$ cat config.mk
export PLATFORM = sky130hd
export DESIGN_NAME = audio_peak_limiter_top
export DESIGN_NICKNAME = d
export VERILOG_FILES = /design/src/sv/apl_pkg.sv /design/src/sv/apl_serial_mul.sv /design/src/sv/apl_serial_div.sv /design/src/sv/audio_peak_limiter_top.sv
export SDC_FILE = /design/constraint.sdc
export NUM_CORES = 1
export LEC_CHECK = 0
export BUFFER_PORTS_ARGS = -buffer_cell sky130_fd_sc_hd__buf_2
export CORE_ASPECT_RATIO = 0.6
export CORE_MARGIN = 5
export CORE_UTILIZATION = 25
export DETAILED_ROUTE_END_ITERATION = 10
export PLACE_DENSITY = 0.41
export SYNTH_ARGS = -nofsm -noshare
export SYNTH_HDL_FRONTEND = slang
export SYNTH_SLANG_ARGS = --single-unit
$ cat constraint.sdc
create_clock -name clock -period 6.6 [get_ports clock]
set_input_delay 0.33 -clock clock [delete_from_list [all_inputs] [get_ports clock]]
set_output_delay 0.33 -clock clock [all_outputs]
set_load 0.05 [all_outputs]
$ cat src/sv/apl_pkg.sv
// ----------------------------------------------------------------------------
// apl_pkg: shared constants for the audio peak limiter
// Field widths, fixed-point constants, register indexes and reset values.
// ----------------------------------------------------------------------------
package apl_pkg;

   localparam int MAX_CHANNELS = 2;

   localparam int SAMPLE_W = 24;
   localparam int LEVEL_W  = 23;
   localparam int GAIN_W   = 17;
   localparam int COEFF_W  = 24;
   localparam int CHAN_W   = 2;
   localparam int MCAND_W  = 25;
   localparam int PROD_W   = MCAND_W + GAIN_W;
   localparam int DIVH_W   = 20;
   localparam int STEPS    = GAIN_W;
   localparam int STEP_W   = 5;
   localparam int REQ_W    = 2 * SAMPLE_W;
   localparam int RSP_W    = 2 * SAMPLE_W + 2 * GAIN_W + 2 * LEVEL_W;

   localparam logic [GAIN_W-1:0]  UNITY_GAIN    = GAIN_W'(65536);
   localparam logic [CHAN_W-1:0]  CHAN_RESET    = CHAN_W'(2);
   localparam logic [GAIN_W-1:0]  CEILING_RESET = GAIN_W'(58982);
   localparam logic [COEFF_W-1:0] COEFF_RESET   = COEFF_W'(2330);

   localparam logic [1:0] REG_ACTIVE_CHANNELS = 2'd0;
   localparam logic [1:0] REG_CEILING         = 2'd1;
   localparam logic [1:0] REG_RELEASE_COEFF   = 2'd2;

endpackage

$ cat src/sv/apl_serial_mul.sv
// ----------------------------------------------------------------------------
// apl_serial_mul: bit-serial multiplier
// Signed multiplicand times unsigned gain-width multiplier, one multiplier
// bit per cycle, MSB first. done pulses once the product is in place.
// ----------------------------------------------------------------------------
module apl_serial_mul (
   input  logic                                clock,
   input  logic                                reset,
   input  logic                                start,
   input  logic signed [apl_pkg::MCAND_W-1:0]  mcand,
   input  logic        [apl_pkg::GAIN_W-1:0]   mplr,
   output logic                                done,
   output logic signed [apl_pkg::PROD_W-1:0]   product
);

   logic                                busy_ff;
   logic                                done_ff;
   logic        [apl_pkg::STEP_W-1:0]   cnt_ff;
   logic signed [apl_pkg::MCAND_W-1:0]  mcand_ff;
   logic        [apl_pkg::GAIN_W-1:0]   mplr_ff;
   logic signed [apl_pkg::PROD_W-1:0]   acc_ff;
   logic signed [apl_pkg::PROD_W-1:0]   acc_in;
   logic signed [apl_pkg::PROD_W-1:0]   addend;

   always_comb begin
      addend = mplr_ff[apl_pkg::GAIN_W-1] ? apl_pkg::PROD_W'(mcand_ff) : '0;
      acc_in = (acc_ff <<< 1) + addend;
   end

   always_ff @(posedge clock) begin
      if (reset) begin
         busy_ff <= 1'b0;
         done_ff <= 1'b0;
         cnt_ff  <= '0;
      end else begin
         done_ff <= 1'b0;
         if (start) begin
            busy_ff <= 1'b1;
            cnt_ff  <= apl_pkg::STEP_W'(apl_pkg::STEPS - 1);
         end else if (busy_ff) begin
            cnt_ff <= cnt_ff - 1'b1;
            if (cnt_ff == '0) begin
               busy_ff <= 1'b0;
               done_ff <= 1'b1;
            end
         end
      end
   end

   always_ff @(posedge clock) begin
      if (start) begin
         mcand_ff <= mcand;
         mplr_ff  <= mplr;
         acc_ff   <= '0;
      end else if (busy_ff) begin
         mplr_ff <= {mplr_ff[apl_pkg::GAIN_W-2:0], 1'b0};
         acc_ff  <= acc_in;
      end
   end

   assign done    = done_ff;
   assign product = acc_ff;

endmodule

$ cat src/sv/apl_serial_div.sv
// ----------------------------------------------------------------------------
// apl_serial_div: bit-serial restoring divider
// Produces a gain-width quotient one bit per cycle. The partial remainder
// is loaded already shifted, so it must start below the divisor.
// ----------------------------------------------------------------------------
module apl_serial_div (
   input  logic                           clock,
   input  logic                           reset,
   input  logic                           start,
   input  logic [apl_pkg::DIVH_W-1:0]     dividend_hi,
   input  logic [apl_pkg::LEVEL_W-1:0]    divisor,
   output logic                           done,
   output logic [apl_pkg::GAIN_W-1:0]     quotient
);

   logic                          busy_ff;
   logic                          done_ff;
   logic [apl_pkg::STEP_W-1:0]    cnt_ff;
   logic [apl_pkg::LEVEL_W-1:0]   dv_ff;
   logic [apl_pkg::LEVEL_W-1:0]   rem_ff;
   logic [apl_pkg::GAIN_W-1:0]    quo_ff;
   logic [apl_pkg::LEVEL_W:0]     trial;
   logic [apl_pkg::LEVEL_W:0]     diff;
   logic                          ge;

   always_comb begin
      trial = {rem_ff, 1'b0};
      diff  = trial - {1'b0, dv_ff};
      ge    = (trial >= {1'b0, dv_ff});
   end

   always_ff @(posedge clock) begin
      if (reset) begin
         busy_ff <= 1'b0;
         done_ff <= 1'b0;
         cnt_ff  <= '0;
      end else begin
         done_ff <= 1'b0;
         if (start) begin
            busy_ff <= 1'b1;
            cnt_ff  <= apl_pkg::STEP_W'(apl_pkg::STEPS - 1);
         end else if (busy_ff) begin
            cnt_ff <= cnt_ff - 1'b1;
            if (cnt_ff == '0) begin
               busy_ff <= 1'b0;
               done_ff <= 1'b1;
            end
         end
      end
   end

   always_ff @(posedge clock) begin
      if (start) begin
         dv_ff  <= divisor;
         rem_ff <= apl_pkg::LEVEL_W'(dividend_hi);
         quo_ff <= '0;
      end else if (busy_ff) begin
         rem_ff <= ge ? diff[apl_pkg::LEVEL_W-1:0] : trial[apl_pkg::LEVEL_W-1:0];
         quo_ff <= {quo_ff[apl_pkg::GAIN_W-2:0], ge};
      end
   end

   assign done     = done_ff;
   assign quotient = quo_ff;

endmodule

$ cat src/sv/audio_peak_limiter_top.sv
// ----------------------------------------------------------------------------
// audio_peak_limiter_top: output peak limiter, instant attack, exp. release
// One request is one audio frame; one response carries the limited samples,
// the gain used and the three meters.
// ----------------------------------------------------------------------------
// Per frame, one bit-serial multiplier runs the release, the attack test,
// one scaling per active channel and the post level in turn, and the
// 17-step serial divider adds its pass only on frames where the attack
// fires. One frame is in flight at a time; a finished response waits in its
// own register while the next request is taken. Configuration writes are
// accepted in every cycle.
module audio_peak_limiter_top (
   input  logic                              clock,
   input  logic                              reset,
   input  logic                              req_tvalid,
   output logic                              req_tready,
   input  logic [apl_pkg::REQ_W-1:0]         req_tdata,  // sample_a, sample_b
   input  logic [0:0]                        req_tuser,  // clear_meters
   output logic                              rsp_tvalid,
   input  logic                              rsp_tready,
   // out_a, out_b, applied_gain, out_peak, in_peak, min_gain
   output logic [apl_pkg::RSP_W-1:0]         rsp_tdata,
   input  logic                              csr_valid,
   output logic                              csr_ready,
   input  logic [1:0]                        csr_index,
   input  logic [apl_pkg::COEFF_W-1:0]       csr_data
);

   localparam logic [2:0] ST_IDLE = 3'd0;
   localparam logic [2:0] ST_REL  = 3'd1;
   localparam logic [2:0] ST_ATK  = 3'd2;
   localparam logic [2:0] ST_DIV  = 3'd3;
   localparam logic [2:0] ST_SCA  = 3'd4;
   localparam logic [2:0] ST_SCB  = 3'd5;
   localparam logic [2:0] ST_PST  = 3'd6;
   localparam logic [2:0] ST_FIN  = 3'd7;

   function automatic logic [apl_pkg::LEVEL_W-1:0] mag(
      input logic [apl_pkg::SAMPLE_W-1:0] x
   );
      logic [apl_pkg::SAMPLE_W-1:0] neg;
      neg = ~x + 1'b1;
      if (!x[apl_pkg::SAMPLE_W-1])
         return x[apl_pkg::LEVEL_W-1:0];
      else if (neg[apl_pkg::SAMPLE_W-1])
         return '1;
      else
         return neg[apl_pkg::LEVEL_W-1:0];
   endfunction

   logic [2:0]                       state_ff, state_in;
   logic                             launch_ff, launch_in;
   logic [apl_pkg::CHAN_W-1:0]       chan_ff, chan_in;
   logic [apl_pkg::GAIN_W-1:0]       ceil_ff, ceil_in;
   logic [apl_pkg::COEFF_W-1:0]      coeff_ff, coeff_in;
   logic [apl_pkg::GAIN_W-1:0]       gain_ff, gain_in;
   logic [apl_pkg::LEVEL_W-1:0]      pre_ff, pre_in;
   logic [apl_pkg::LEVEL_W-1:0]      post_ff, post_in;
   logic [apl_pkg::GAIN_W-1:0]       floor_ff, floor_in;
   logic                             rsp_valid_ff, rsp_valid_in;
   logic                             two_ff, two_in;
   logic [apl_pkg::SAMPLE_W-1:0]     sa_ff, sa_in;
   logic [apl_pkg::SAMPLE_W-1:0]     sb_ff, sb_in;
   logic [apl_pkg::LEVEL_W-1:0]      level_ff, level_in;
   logic [apl_pkg::SAMPLE_W-1:0]     oa_ff, oa_in;
   logic [apl_pkg::SAMPLE_W-1:0]     ob_ff, ob_in;
   logic [apl_pkg::RSP_W-1:0]        rsp_data_ff, rsp_data_in;

   logic                             mul_start, mul_done;
   logic signed [apl_pkg::MCAND_W-1:0] mul_mcand;
   logic [apl_pkg::GAIN_W-1:0]       mul_mplr;
   logic signed [apl_pkg::PROD_W-1:0] mul_prod;
   logic [apl_pkg::PROD_W-1:0]       prod_u;
   logic [apl_pkg::PROD_W-1:0]       rel_sum;
   logic [apl_pkg::PROD_W-1:0]       rnd;
   logic [apl_pkg::PROD_W-1:0]       lim;
   logic [apl_pkg::LEVEL_W-1:0]      post_lvl;
   logic                             div_start, div_done;
   logic [apl_pkg::GAIN_W-1:0]       div_q;
   logic                             two_eff;
   logic [apl_pkg::LEVEL_W-1:0]      mag_a, mag_b;
   logic [apl_pkg::SAMPLE_W-1:0]     req_a, req_b;

   assign req_a   = req_tdata[apl_pkg::SAMPLE_W-1:0];
   assign req_b   = req_tdata[apl_pkg::REQ_W-1:apl_pkg::SAMPLE_W];
   assign two_eff = (apl_pkg::MAX_CHANNELS >= 2) && (chan_ff >= apl_pkg::CHAN_W'(2));
   assign mag_a   = mag(req_a);
   assign mag_b   = two_eff ? mag(req_b) : '0;

   assign prod_u   = mul_prod;
   assign rel_sum  = prod_u + (apl_pkg::PROD_W'(1) << 23);
   assign rnd      = prod_u + apl_pkg::PROD_W'(32768);
   assign lim      = apl_pkg::PROD_W'({ceil_ff, 20'b0});
   assign post_lvl = (rnd[40:39] != 2'b00) ? '1 : rnd[38:16];

   assign req_tready = (state_ff == ST_IDLE);
   assign rsp_tvalid = rsp_valid_ff;
   assign rsp_tdata  = rsp_data_ff;
   assign csr_ready  = 1'b1;

   // multiplier operand select
   always_comb begin
      mul_mcand = '0;
      mul_mplr  = gain_ff;
      case (state_ff)
         ST_REL: begin
            mul_mcand = $signed({1'b0, coeff_ff});
            mul_mplr  = apl_pkg::UNITY_GAIN - gain_ff;
         end
         ST_ATK, ST_PST: mul_mcand = $signed({2'b00, level_ff});
         ST_SCA: mul_mcand = $signed({sa_ff[apl_pkg::SAMPLE_W-1], sa_ff});
         ST_SCB: mul_mcand = $signed({sb_ff[apl_pkg::SAMPLE_W-1], sb_ff});
         default: mul_mcand = '0;
      endcase
      mul_start = launch_ff && (state_ff == ST_REL || state_ff == ST_ATK ||
                                state_ff == ST_SCA || state_ff == ST_SCB ||
                                state_ff == ST_PST);
      div_start = launch_ff && (state_ff == ST_DIV);
   end

   always_comb begin
      state_in     = state_ff;
      launch_in    = 1'b0;
      chan_in      = chan_ff;
      ceil_in      = ceil_ff;
      coeff_in     = coeff_ff;
      gain_in      = gain_ff;
      pre_in       = pre_ff;
      post_in      = post_ff;
      floor_in     = floor_ff;
      rsp_valid_in = rsp_valid_ff;
      two_in       = two_ff;
      sa_in        = sa_ff;
      sb_in        = sb_ff;
      level_in     = level_ff;
      oa_in        = oa_ff;
      ob_in        = ob_ff;
      rsp_data_in  = rsp_data_ff;

      if (csr_valid) begin
         case (csr_index)
            apl_pkg::REG_ACTIVE_CHANNELS: chan_in = csr_data[apl_pkg::CHAN_W-1:0];
            apl_pkg::REG_CEILING:         ceil_in = csr_data[apl_pkg::GAIN_W-1:0];
            apl_pkg::REG_RELEASE_COEFF:   coeff_in = csr_data;
            default: ;
         endcase
      end

      if (rsp_valid_ff && rsp_tready)
         rsp_valid_in = 1'b0;

      case (state_ff)
         ST_IDLE: begin
            if (req_tvalid) begin
               sa_in    = req_a;
               sb_in    = req_b;
               two_in   = two_eff;
               level_in = (mag_b > mag_a) ? mag_b : mag_a;
               if (req_tuser[0]) begin
                  pre_in   = (mag_b > mag_a) ? mag_b : mag_a;
                  post_in  = '0;
                  floor_in = apl_pkg::UNITY_GAIN;
               end else begin
                  pre_in = (mag_a > pre_ff) ? mag_a : pre_ff;
                  if (mag_b > pre_in)
                     pre_in = mag_b;
               end
               state_in  = ST_REL;
               launch_in = 1'b1;
            end
         end
         ST_REL: begin
            if (mul_done) begin
               gain_in   = gain_ff + rel_sum[40:24];
               state_in  = ST_ATK;
               launch_in = 1'b1;
            end
         end
         ST_ATK: begin
            if (mul_done) begin
               state_in  = (prod_u > lim) ? ST_DIV : ST_SCA;
               launch_in = 1'b1;
            end
         end
         ST_DIV: begin
            if (div_done) begin
               gain_in   = div_q;
               state_in  = ST_SCA;
               launch_in = 1'b1;
            end
         end
         ST_SCA: begin
            if (mul_done) begin
               oa_in     = rnd[39:16];
               ob_in     = '0;
               state_in  = two_ff ? ST_SCB : ST_PST;
               launch_in = 1'b1;
            end
         end
         ST_SCB: begin
            if (mul_done) begin
               ob_in     = rnd[39:16];
               state_in  = ST_PST;
               launch_in = 1'b1;
            end
         end
         ST_PST: begin
            if (mul_done) begin
               if (post_lvl > post_ff)
                  post_in = post_lvl;
               if (gain_ff < floor_ff)
                  floor_in = gain_ff;
               state_in = ST_FIN;
            end
         end
         ST_FIN: begin
            if (!rsp_valid_ff || rsp_tready) begin
               rsp_data_in  = {floor_ff, pre_ff, post_ff, gain_ff, ob_ff, oa_ff};
               rsp_valid_in = 1'b1;
               state_in     = ST_IDLE;
            end
         end
         default: state_in = ST_IDLE;
      endcase
   end

   always_ff @(posedge clock) begin
      if (reset) begin
         state_ff     <= ST_IDLE;
         launch_ff    <= 1'b0;
         chan_ff      <= apl_pkg::CHAN_RESET;
         ceil_ff      <= apl_pkg::CEILING_RESET;
         coeff_ff     <= apl_pkg::COEFF_RESET;
         gain_ff      <= apl_pkg::UNITY_GAIN;
         pre_ff       <= '0;
         post_ff      <= '0;
         floor_ff     <= apl_pkg::UNITY_GAIN;
         rsp_valid_ff <= 1'b0;
      end else begin
         state_ff     <= state_in;
         launch_ff    <= launch_in;
         chan_ff      <= chan_in;
         ceil_ff      <= ceil_in;
         coeff_ff     <= coeff_in;
         gain_ff      <= gain_in;
         pre_ff       <= pre_in;
         post_ff      <= post_in;
         floor_ff     <= floor_in;
         rsp_valid_ff <= rsp_valid_in;
      end
   end

   always_ff @(posedge clock) begin
      two_ff      <= two_in;
      sa_ff       <= sa_in;
      sb_ff       <= sb_in;
      level_ff    <= level_in;
      oa_ff       <= oa_in;
      ob_ff       <= ob_in;
      rsp_data_ff <= rsp_data_in;
   end

   apl_serial_mul u_mul (
      .clock   (clock),
      .reset   (reset),
      .start   (mul_start),
      .mcand   (mul_mcand),
      .mplr    (mul_mplr),
      .done    (mul_done),
      .product (mul_prod)
   );

   // ceiling * 2^20 / level, top bits preloaded as ceiling * 8
   apl_serial_div u_div (
      .clock       (clock),
      .reset       (reset),
      .start       (div_start),
      .dividend_hi ({ceil_ff, 3'b000}),
      .divisor     (level_ff),
      .done        (div_done),
      .quotient    (div_q)
   );

`ifndef SYNTHESIS
   a_gain_le_unity: assert property (@(posedge clock) disable iff (reset)
      gain_ff <= apl_pkg::UNITY_GAIN)
      else $error("gain above unity");

   a_floor_le_gain: assert property (@(posedge clock) disable iff (reset)
      (state_ff == ST_FIN) |-> (floor_ff <= gain_ff))
      else $error("min gain above applied gain");

   a_rsp_from_fin: assert property (@(posedge clock) disable iff (reset)
      $rose(rsp_valid_ff) |-> $past(state_ff == ST_FIN))
      else $error("response raised outside finish");

   a_req_starts_release: assert property (@(posedge clock) disable iff (reset)
      (req_tvalid && req_tready) |=> (state_ff == ST_REL && launch_ff))
      else $error("request did not start release");
`endif

endmodule

; Word-level counts from Yosys, hierarchy flattened
; Index checks and enable logic that the tools add are counted.
[op_classes]
eq_ne = 20
muxes = 64
bitwise = 4
addsub = 10
n_reduce_logical = 36
div_mod_pow = 0
n_shift = 0
multipliers = 0
order_cmp = 8
[op_table]
columns = operator, n
row1 = $mux W23, 15
row2 = $mux W17, 9
row3 = $pmux W25 S4, 1
row4 = $gt A23 B23 Y1, 4
row5 = $pmux W17 S2, 2
row6 = $add A24 B1 Y24 const B, 2
row7 = $mux W24, 2
row8 = $not A24 Y24, 2
row9 = $pmux W24 S2, 1
row10 = $pmux W23 S2, 1
row11 = $add A42 B42 Y42, 1
row12 = $gt A42 B37 Y1, 1
row13 = $mux W42, 1
row14 = $add A41 B16 Y41 const B, 1
row15 = $add A41 B24 Y41 const B, 1
row16 = $mux W20, 2
row17 = $mux W3, 9
row18 = $ge A24 B23 Y1, 1
row19 = $pmux W3 S8, 1
row20 = $sub A23 B23 Y23, 1
row21 = $mux W5, 4
row22 = $ne A2 B1 Y1 const B, 9
row23 = $add A17 B17 Y17, 1
row24 = $lt A17 B17 Y1, 1
row25 = 27 further kinds, 69
[word_totals]
latchBits = 0
ff_bits = 537
rom_bits = 0
ram_bits = 0
out_inout_bits = 131
mem_count = 0
in_bits = 80
word_cells = 174

; Depth between registers and ports, before layout
; Gate-level depths: netlist of run 1.
[logic_depth]
depth_word = 9
ltp_mapped = 29
depth_no_buf = 26

; Modules after synthesis
; Synthesis of run 1 repeated with hierarchy kept, for this count alone.
[hier_totals]
cells_unflattened = 3046
area_unflattened_um2 = 30068.8
[modules_own_cells]
columns = module, seq_area_each_um2, instances, area_each_um2, cells_per_inst
row1 = audio_peak_limiter_top, 9989.6, 1, 20228.2, 1994
row2 = apl_serial_mul, 2242.2, 1, 5735.5, 620
row3 = apl_serial_div, 1831.8, 1, 4105.2, 432

; Worst setup path after synthesis of run 1
; No wires, ideal clock.
[synth_path]
path_type = register to register
startpoint = register state_ff[2]
endpoint = register state_ff[2]
setup_time_ns = 0.457
arrival_ns = 6.771
period_less_slack_ns = 7.227
path_buffers = 2
t_required_ns = 6.143
slack_ns = -0.627
stages_incl_launch_ff = 6
path_cell_list = dfxtp_1 clkbuf_1 clkbuf_1 nand3_1 nor2b_1 a2111oi_0
[synth_via]
elab_chain_cells = 3
word_cells_on_any_way = 18
cone_classes = eq/ne (15) / mux (1) / reduce/logical (2)
[synth_lines]
columns = element, line_no
row1 = start: declaration, audio_peak_limiter_top.sv:51  ; logic [2:0] state_ff, state_in;
row2 = start signal: assignment, audio_peak_limiter_top.sv:240  ; state_ff <= state_in;
row3 = "$eq A3 B3 Y1, or another cell as far along", audio_peak_limiter_top.sv:152  ; case (state_ff)
row4 = $ne A2 B2 Y1 (no source line) / $ne A2 B1 Y1 (equally long branches), n/a
row5 = $reduce_and A8 Y1 (no source line), n/a
; Parallel ways exist; a longest one is shown, timed or not.
; A chain may end at the register's enable or synchronous reset.

; Worst setup path in the final report of run 1
[layout_path]
startpoint = input req_tdata[5] (netlist name)
endpoint = register pre_ff[11] (netlist name)
[layout_via]
elab_chain_cells = 9
word_cells_on_any_way = 11
cone_classes = add/sub (1) / order compare (3) / mux (6) / bitwise (1)
[layout_lines]
columns = element, line_no
row1 = start: declaration, audio_peak_limiter_top.sv:17  ; input logic [apl_pkg::REQ_W-1:0] req_tdata,
row2 = $not A24 Y24, audio_peak_limiter_top.sv:42  ; neg = ~x + 1'b1;
row3 = $add A24 B1 Y24, audio_peak_limiter_top.sv:42
row4 = $mux W23, audio_peak_limiter_top.sv:45  ; else if (neg[apl_pkg::SAMPLE_W-1])
row5 = $mux W23 *, audio_peak_limiter_top.sv:43  ; if (!x[apl_pkg::SAMPLE_W-1])
row6 = $gt A23 B23 Y1, audio_peak_limiter_top.sv:164  ; pre_in = (mag_a > pre_ff) ? mag_a : pre_ff;
row7 = $mux W23, audio_peak_limiter_top.sv:164
row8 = $gt A23 B23 Y1, audio_peak_limiter_top.sv:165  ; if (mag_b > pre_in)
row9 = $mux W23, audio_peak_limiter_top.sv:165
row10 = $mux W23 *, audio_peak_limiter_top.sv:159  ; if (req_tuser[0]) begin
row11 = end signal: assignment, audio_peak_limiter_top.sv:246  ; pre_ff <= pre_in;
row12 = end: declaration, audio_peak_limiter_top.sv:57  ; logic [apl_pkg::LEVEL_W-1:0] pre_ff, pre_in;
; Every way passes the cells marked *; elsewhere a longest branch is shown, timed or not.

==> results of run 1 <==
-- kinds of logic after synthesis --
group,share of synthesized area
other,0.000129
multiplexers,0.0372
XOR/XNOR,0.0426
flip-flops,0.481
AND/OR/NAND/NOR,0.144
adder cells (fa/ha/maj),0.0934
AO/OA/AOI/OAI,0.160
buffers and inverters,0.0421
-- layout by cell type (no fill, tap or decap), types with 43 or more instances in the layout --
master / count
nand2b_1: 43
nand3_1: 45
buf_2: 208
dlygate4sd3_1: 69
xnor2_1: 77
nor2_1: 204
clkbuf_16: 65
nor3_1: 52
ha_1: 213
o21ai_0: 147
a21oi_1: 192
inv_1: 195
edfxtp_1: 330
mux2i_1: 97
dfxtp_1: 205
buf_4: 106
a22oi_1: 46
xor2_1: 64
nand2_1: 348
a21o_1: 47
-- timing repair --
item,in CTS,in global routing
setup buffers,0,1
resized for setup,0,8
hold buffers,69,0
endpoints found under the hold margin,86,0
setup endpoints to repair,0,23
-- power breakdown --
part	switching [uW]	total (uW)	internal, uW
Combinational	2690	4320	1630
Sequential	428	4450	4020
Clock	1510	3730	2220
-- final timing paths --
kind | start | to | slack [ns]
worst max-delay path | req_tdata[5] | pre_ff[11] | 0.24
worst max register to register | u_mul.product[23] | post_ff[6] | 0.79
worst min-delay path | req_tdata[8] | sa_ff[8] | 0.05
worst min register to register | ob_ff[13] | rsp_tdata[37] | 0.42
-- area by class of cell --
type | count | share of cell area
diodes | 3 | 0.000212
clock buffers | 78 | 0.0484
clock inverters | 33 | 0.0125
inverters | 199 | 0.0211
multi-input cells | 2069 | 0.395
flip-flops and latches | 536 | 0.396
well taps | 1534 | 0.0542
repair buffers | 385 | 0.0722
-- metrics by stage --
stage | power [uW] | utilization
final | 12500 | 0.305
after global routing | 13200 | 0.305
after CTS | 12500 | 0.304
after detailed placement | 8710 | 0.280
after global placement | 8750 | 0.280
after floorplan | 7090 | -
-- flip-flops by register name, summed over array words and instances, names as in the netlist, 3 cells and up --
register	flops
post_ff	23
u_mul.mplr_ff	17
sb_ff	24
rsp_tdata	128
u_mul.mcand_ff	25
oa_ff	24
u_mul.product	42
sa_ff	24
pre_ff	23
u_mul.cnt_ff	5
u_div.cnt_ff	5
floor_ff	17
ceil_ff	17
u_div.quotient	17
state_ff	3
level_ff	23
u_div.rem_ff	23
gain_ff	17
u_div.dv_ff	23
ob_ff	24
coeff_ff	24
-- layer usage --
layer,wire (um),global-route usage,share of wire
met2,40600,0.223,0.38
met4,1910,0.0312,0.018
met5,0,0,0
met1,56700,0.267,0.53
met3,7470,0.0356,0.070
==> metrics.txt, run 1 <==
Synth top area share=0.340; Die Y=~270 um; Post-DRT Antenna Nets=0; IO buf count=between 200 and 250; Routed WL=~110,000 um; post-route design area=approximately 35,000 um^2; synth top area cells=edfxtp_1 (34%), dfxtp_1 (14%), ha_1 (9.1%); setup ws final=0.238 ns; VDD IR max=between 0.2 and 0.25 mV; Setup Skew=between 0.03 and 0.04 ns; Syn Std Cell Area=just under 30,000 um^2; hold slack=approximately 0.055 ns; RSZ-0062 raised after global routing=false; CTS sink cnt=536; Lkg Pwr=0.0140 uW; final setup vio count=0; top cells by count, synth=nand2_1 (348), edfxtp_1 (330), ha_1 (213); largest net degree at the start of global routing=roughly 60; hpwl dp=80,200 um; slowest cell on the critical path=or4_1; PD cells=353 nW/um^2; Hold Crit Class=in -> reg; GRT Total Usage=0.166; Die X-Extent=approximately 450 um; CP startpoint kind=input pin; Synth cell types=85; # DRC=0; max-cap violation count=0; synthesized instance count=between 2,000 and 3,000; share of cells above drive strength 1=0.142; worst r2r path cells=21; CTS buffer count=a little under 60; CTS clock-pin slew for the worst setup and hold paths=0.07 ns; Via density=4.83; drt initial violations=just over 2,000; Row Count=97; Primary FF master, synth=edfxtp_1; status=finished clean; Slew @ Worst Pin=between 1 and 1.5 ns; Buf/Inv on CP=5; final std cells w/o fill=4,837; Core ar.=roughly 120,000 um^2; area delta synth->final=21.5%; relative slew slack=0.209; data arrival time of the critical path=roughly 6.9 ns; Multi-input gate area=about 14,000 um^2; Async SR Flop Fraction=0; worst setup path category=in -> reg; post-synthesis register bit count=536; Longest Clk Path Bufs=3; Inst Count DP=between 4,000 and 5,000; first-pass GRT wire length=roughly 150,000 um; # fillers=12,200; Worst Path Required=approximately 7.1 ns; Starting Density=0.251; crit-path max cell delay=between 0.5 and 0.6 ns; IO Pins=between 200 and 250; yosys warns=0; initial antenna violation count=9; Overflow after GRT=0; Post-Syn Area per Cell=roughly 10 um^2; die area=124,000 um^2; clock latency on the worst-skew pair=between 0.6 and 0.7 ns; fin nets=3,546; most frequent cell after synthesis=nand2_1; Final min period=~6.4 ns; syn nets=approximately 3,200; final period utilization=0.964; fmax=between 150 and 200 MHz; dpl ws=0.0126 ns; DP Area=32,500 um^2; Max Fanout on Critical Path=11; via count=23,400; wire per inst=22.1 um; Root Driver=clkbuf_16; setup TNS=0 ns; area leader, netlist=edfxtp_1; Seq/Total Area, Yosys=0.481; vias in the first global route=22,000; Critical Path Sink Type=flip-flop; Slew Viols, Final=0; Hold Violations, Final=0; Post-synth EDFFs=330; CTS tree=done; H-tree Lvls=2; GPL Wtd Cong=0.895; cell count along the critical path=26; first-pass iteration count of the detailed router=6; Crit path max-delay family=simple AND/OR/NAND/NOR gates; hold depth=2; FF+latch area=roughly 14,000 um^2
(Power assumes the default switching activity.)
==> run 2, diff against run 1 <==
==> constraint.sdc (replaced) <==
create_clock -name clock -period 5.5 [get_ports clock]
set_input_delay 0.275 -clock clock [delete_from_list [all_inputs] [get_ports clock]]
set_output_delay 0.275 -clock clock [all_outputs]
set_load 0.05 [all_outputs]
==> metrics.txt, run 2 (synthesized netlist as in run 1, its figures left out) <==
Starting Density=0.251 (unchanged); max-cap violation count=0 (unchanged); largest net degree at the start of global routing=83 (was 61); RSZ-0062 raised after global routing=true (was false); critical register-to-register path endpoint=post_ff[3] (was post_ff[6]); commonest non-fill, non-tap cell in the layout=nand2_1 (unchanged); fmax=186 MHz; wire per inst=21.5 um (was 22.1 um); CTS buffer count=59 (unchanged); GRT Total Usage=0.166 (about the same); Root Driver=clkbuf_16 (unchanged); fin nets=3,645 (was 3,546); data arrival time of the critical path=5.91 ns (was 6.90 ns); relative slew slack=0.217 (was 0.209); Die Y=275 um (unchanged); area delta synth->final=24.7% (was 21.5%); Worst Setup SP=req_tdata[4] (was req_tdata[5]); Longest Clk Path Bufs=3 (unchanged); Worst Path Required=6.04 ns (was 7.14 ns); worst r2r path cells=21 (unchanged); Crit path max-delay family=simple AND/OR/NAND/NOR gates (unchanged); IO buf count=209 (unchanged); worst setup path category=in -> reg (unchanged); Critical Path Sink Type=flip-flop (unchanged); status=finished clean (unchanged); Hold Violations, Final=0 (unchanged); IO Pins=211 (unchanged); Routed WL=106,000 um (was 107,000 um); max reg flops=128 (unchanged); Hold Crit Class=in -> reg (unchanged); clock latency on the worst-skew pair=0.65 ns (was 0.66 ns); Multi-input gate area=14,200 um^2 (was 14,000 um^2); initial antenna violation count=10 (was 9); FF+latch area=14,000 um^2 (unchanged); # fillers=12,100 (was 12,200); GPL Wtd Cong=0.882 (was 0.895); FF-to-FF setup slack=0.44 ns (was 0.79 ns); Die X-Extent=451 um (unchanged); Post-DRT Antenna Nets=0 (unchanged); CP cell instances=buf_2 -> or4_4 -> or4_4 -> or3_4 -> o21a_1 -> nor2_2 -> a31oi_2 -> ha_1 -> nand3_2 -> nor4_4 -> nand2_2 -> o32ai_4 -> buf_12 -> mux2i_4 -> ha_4 -> a211o_1 -> a221o_1 -> a211oi_4 -> nand3_2 -> and2_4 -> nor2_4 -> a2bb2oi_1 -> a32o_1; Via density=4.78 (was 4.83); Final min period=5.38 ns; Buf/Inv on CP=2 (was 5); die area=124,000 um^2 (unchanged); via count=23,600 (was 23,400); hpwl dp=80,300 um (was 80,200 um); VDD IR max=0.244 mV (was 0.202 mV); most frequent cells in the layout=nand2_1 (345), edfxtp_1 (330), ha_1 (212) (was nand2_1 (348), edfxtp_1 (330), ha_1 (213)); Max Fanout on Critical Path=9 (was 11); CTS clock-pin slew for the worst setup and hold paths=0.06 ns (was 0.07 ns); first-pass iteration count of the detailed router=5 (was 6); first-pass GRT wire length=154,000 um (about the same); CTS sink cnt=536 (unchanged); Setup Skew=0.0259 ns (was 0.0306 ns); CTS tree=done (unchanged); slowest cell on the critical path=or4_4 (was or4_1); Lkg Pwr=0.0145 uW (was 0.0140 uW); H-tree Lvls=2 (unchanged); cell count along the critical path=23 (was 26); crit-path max cell delay=0.58 ns (about the same); vias in the first global route=22,200 (was 22,000); PD cells=414 nW/um^2 (was 353 nW/um^2); final setup vio count=0 (unchanged); Finished Core Util=0.313 (was 0.305); # DRC=0 (unchanged); hold_sp=csr_index[1] (was req_tdata[8]); Row Count=97 (unchanged); DP Area=33,400 um^2 (was 32,500 um^2); post-route design area=36,400 um^2 (was 35,400 um^2); crit path to=pre_ff[19] (was pre_ff[11]); Slew Viols, Final=0 (unchanged); Core ar.=116,000 um^2 (unchanged); r2r startpoint=u_mul.product[23] (unchanged); Slew @ Worst Pin=1.17 ns (was 1.18 ns); drt initial violations=2,131 (was 2,023); share of cells above drive strength 1=0.176 (was 0.142); CP startpoint kind=input pin (unchanged); hold depth=4 (was 2); Overflow after GRT=0 (unchanged); final period utilization=0.977
run 2: cell types whose count changed in the layout (fill, tap and decap cells not counted), moves of 3 or more:
| cell | before | now |
|---|---|---|
| buf_12 | 1 | 8 |
| buf_4 | 106 | 195 |
| bufinv_16 | 10 | 7 |
| clkinv_2 | 9 | 6 |
| clkinv_4 | 3 | 6 |
| mux2i_1 | 97 | 89 |
| mux2i_2 | 0 | 6 |
| nand2_1 | 348 | 345 |
| nand3_1 | 45 | 41 |
| nand3_2 | 0 | 4 |
| nor2_1 | 204 | 200 |
| nor2_2 | 5 | 8 |
| o21ai_0 | 147 | 142 |
| o21ai_1 | 0 | 4 |
run 2: through the flow:
stage / setup TNS (ns) / instances / hold WS, ns / worst slack [ns] / power [uW]
3_3_place_gp: -12.79 / 4750 / 0.402 / -0.617 / 10700
4_1_cts: 0 / 4930 / 0.00314 / 0.0114 / 15100
2_1_floorplan: -2.15 / 2929 / 0.374 / -0.204 / 8580
5_1_grt: -0.376 / 4933 / 0.0499 / -0.0750 / 16000
3_5_place_dp: -15.44 / 4750 / 0.405 / -0.736 / 10600
6_report: 0 / 4934 / 0.0556 / 0.125 / 15100
run 2: worst min path at each step:
stage                     slack [ns]             to
after floorplan                 0.37       sa_ff[0]
after global placement          0.40   rsp_tdata[0]
after detailed placement        0.40  rsp_tdata[12]
after CTS                      0.003     chan_ff[1]
after global routing            0.05     chan_ff[1]
final                           0.06     chan_ff[1]
run 2: final cells by class:
type | instances | area share
Antenna cell | 2 | 0.000138
Clock buffer | 75 | 0.0466
Clock inverter | 35 | 0.0108
Inverter | 199 | 0.0206
Multi-Input combinational cell | 2069 | 0.390
Sequential cell | 536 | 0.386
Tap cell | 1534 | 0.0528
Timing Repair Buffer | 484 | 0.0936
run 2: worst reg2reg max path, stage by stage (launching register included):
cell      delay, ns
dfxtp_1        0.36
ha_1           0.24
nand3_2        0.20
nor4_4         0.38
nand3_2        0.19
nor3_1         0.21
xnor2_1        0.18
inv_1          0.11
nor3_2         0.25
buf_12         0.20
nand2_1        0.11
ha_1           0.32
a21o_1         0.16
a21o_1         0.17
a21oi_1        0.21
o21ai_0        0.14
a221o_1        0.40
a221oi_1       0.26
nor3_1         0.15
and2_0         0.19
buf_4          0.22
a22o_1         0.28
run 2: layer usage:
metal  share of wire  global-route usage  vias to the layer above
li1                -                   -                    11500
met3           0.069              0.0340                       90
met2            0.39               0.226                      644
met1            0.53               0.266                    11400
met5               0                   0                        -
met4           0.014              0.0270                        0
run 2: power by group:
| group | leakage, uW | internal, uW | switching, uW |
|---|---|---|---|
| combinational | 0.00888 | 2160 | 3330 |
| sequential | 0.00462 | 4820 | 440 |
| clock | 0.00101 | 2510 | 1800 |
| total | 0.0145 | 9490 | 5570 |
run 2: timing repair:
action                                  CTS  global route
resized for setup                         1            41
hold endpoints to repair                 88             0
buffers inserted                          0             2
pin swaps                                 0            17
endpoints found under the setup margin   10            46
hold buffers                             70             0
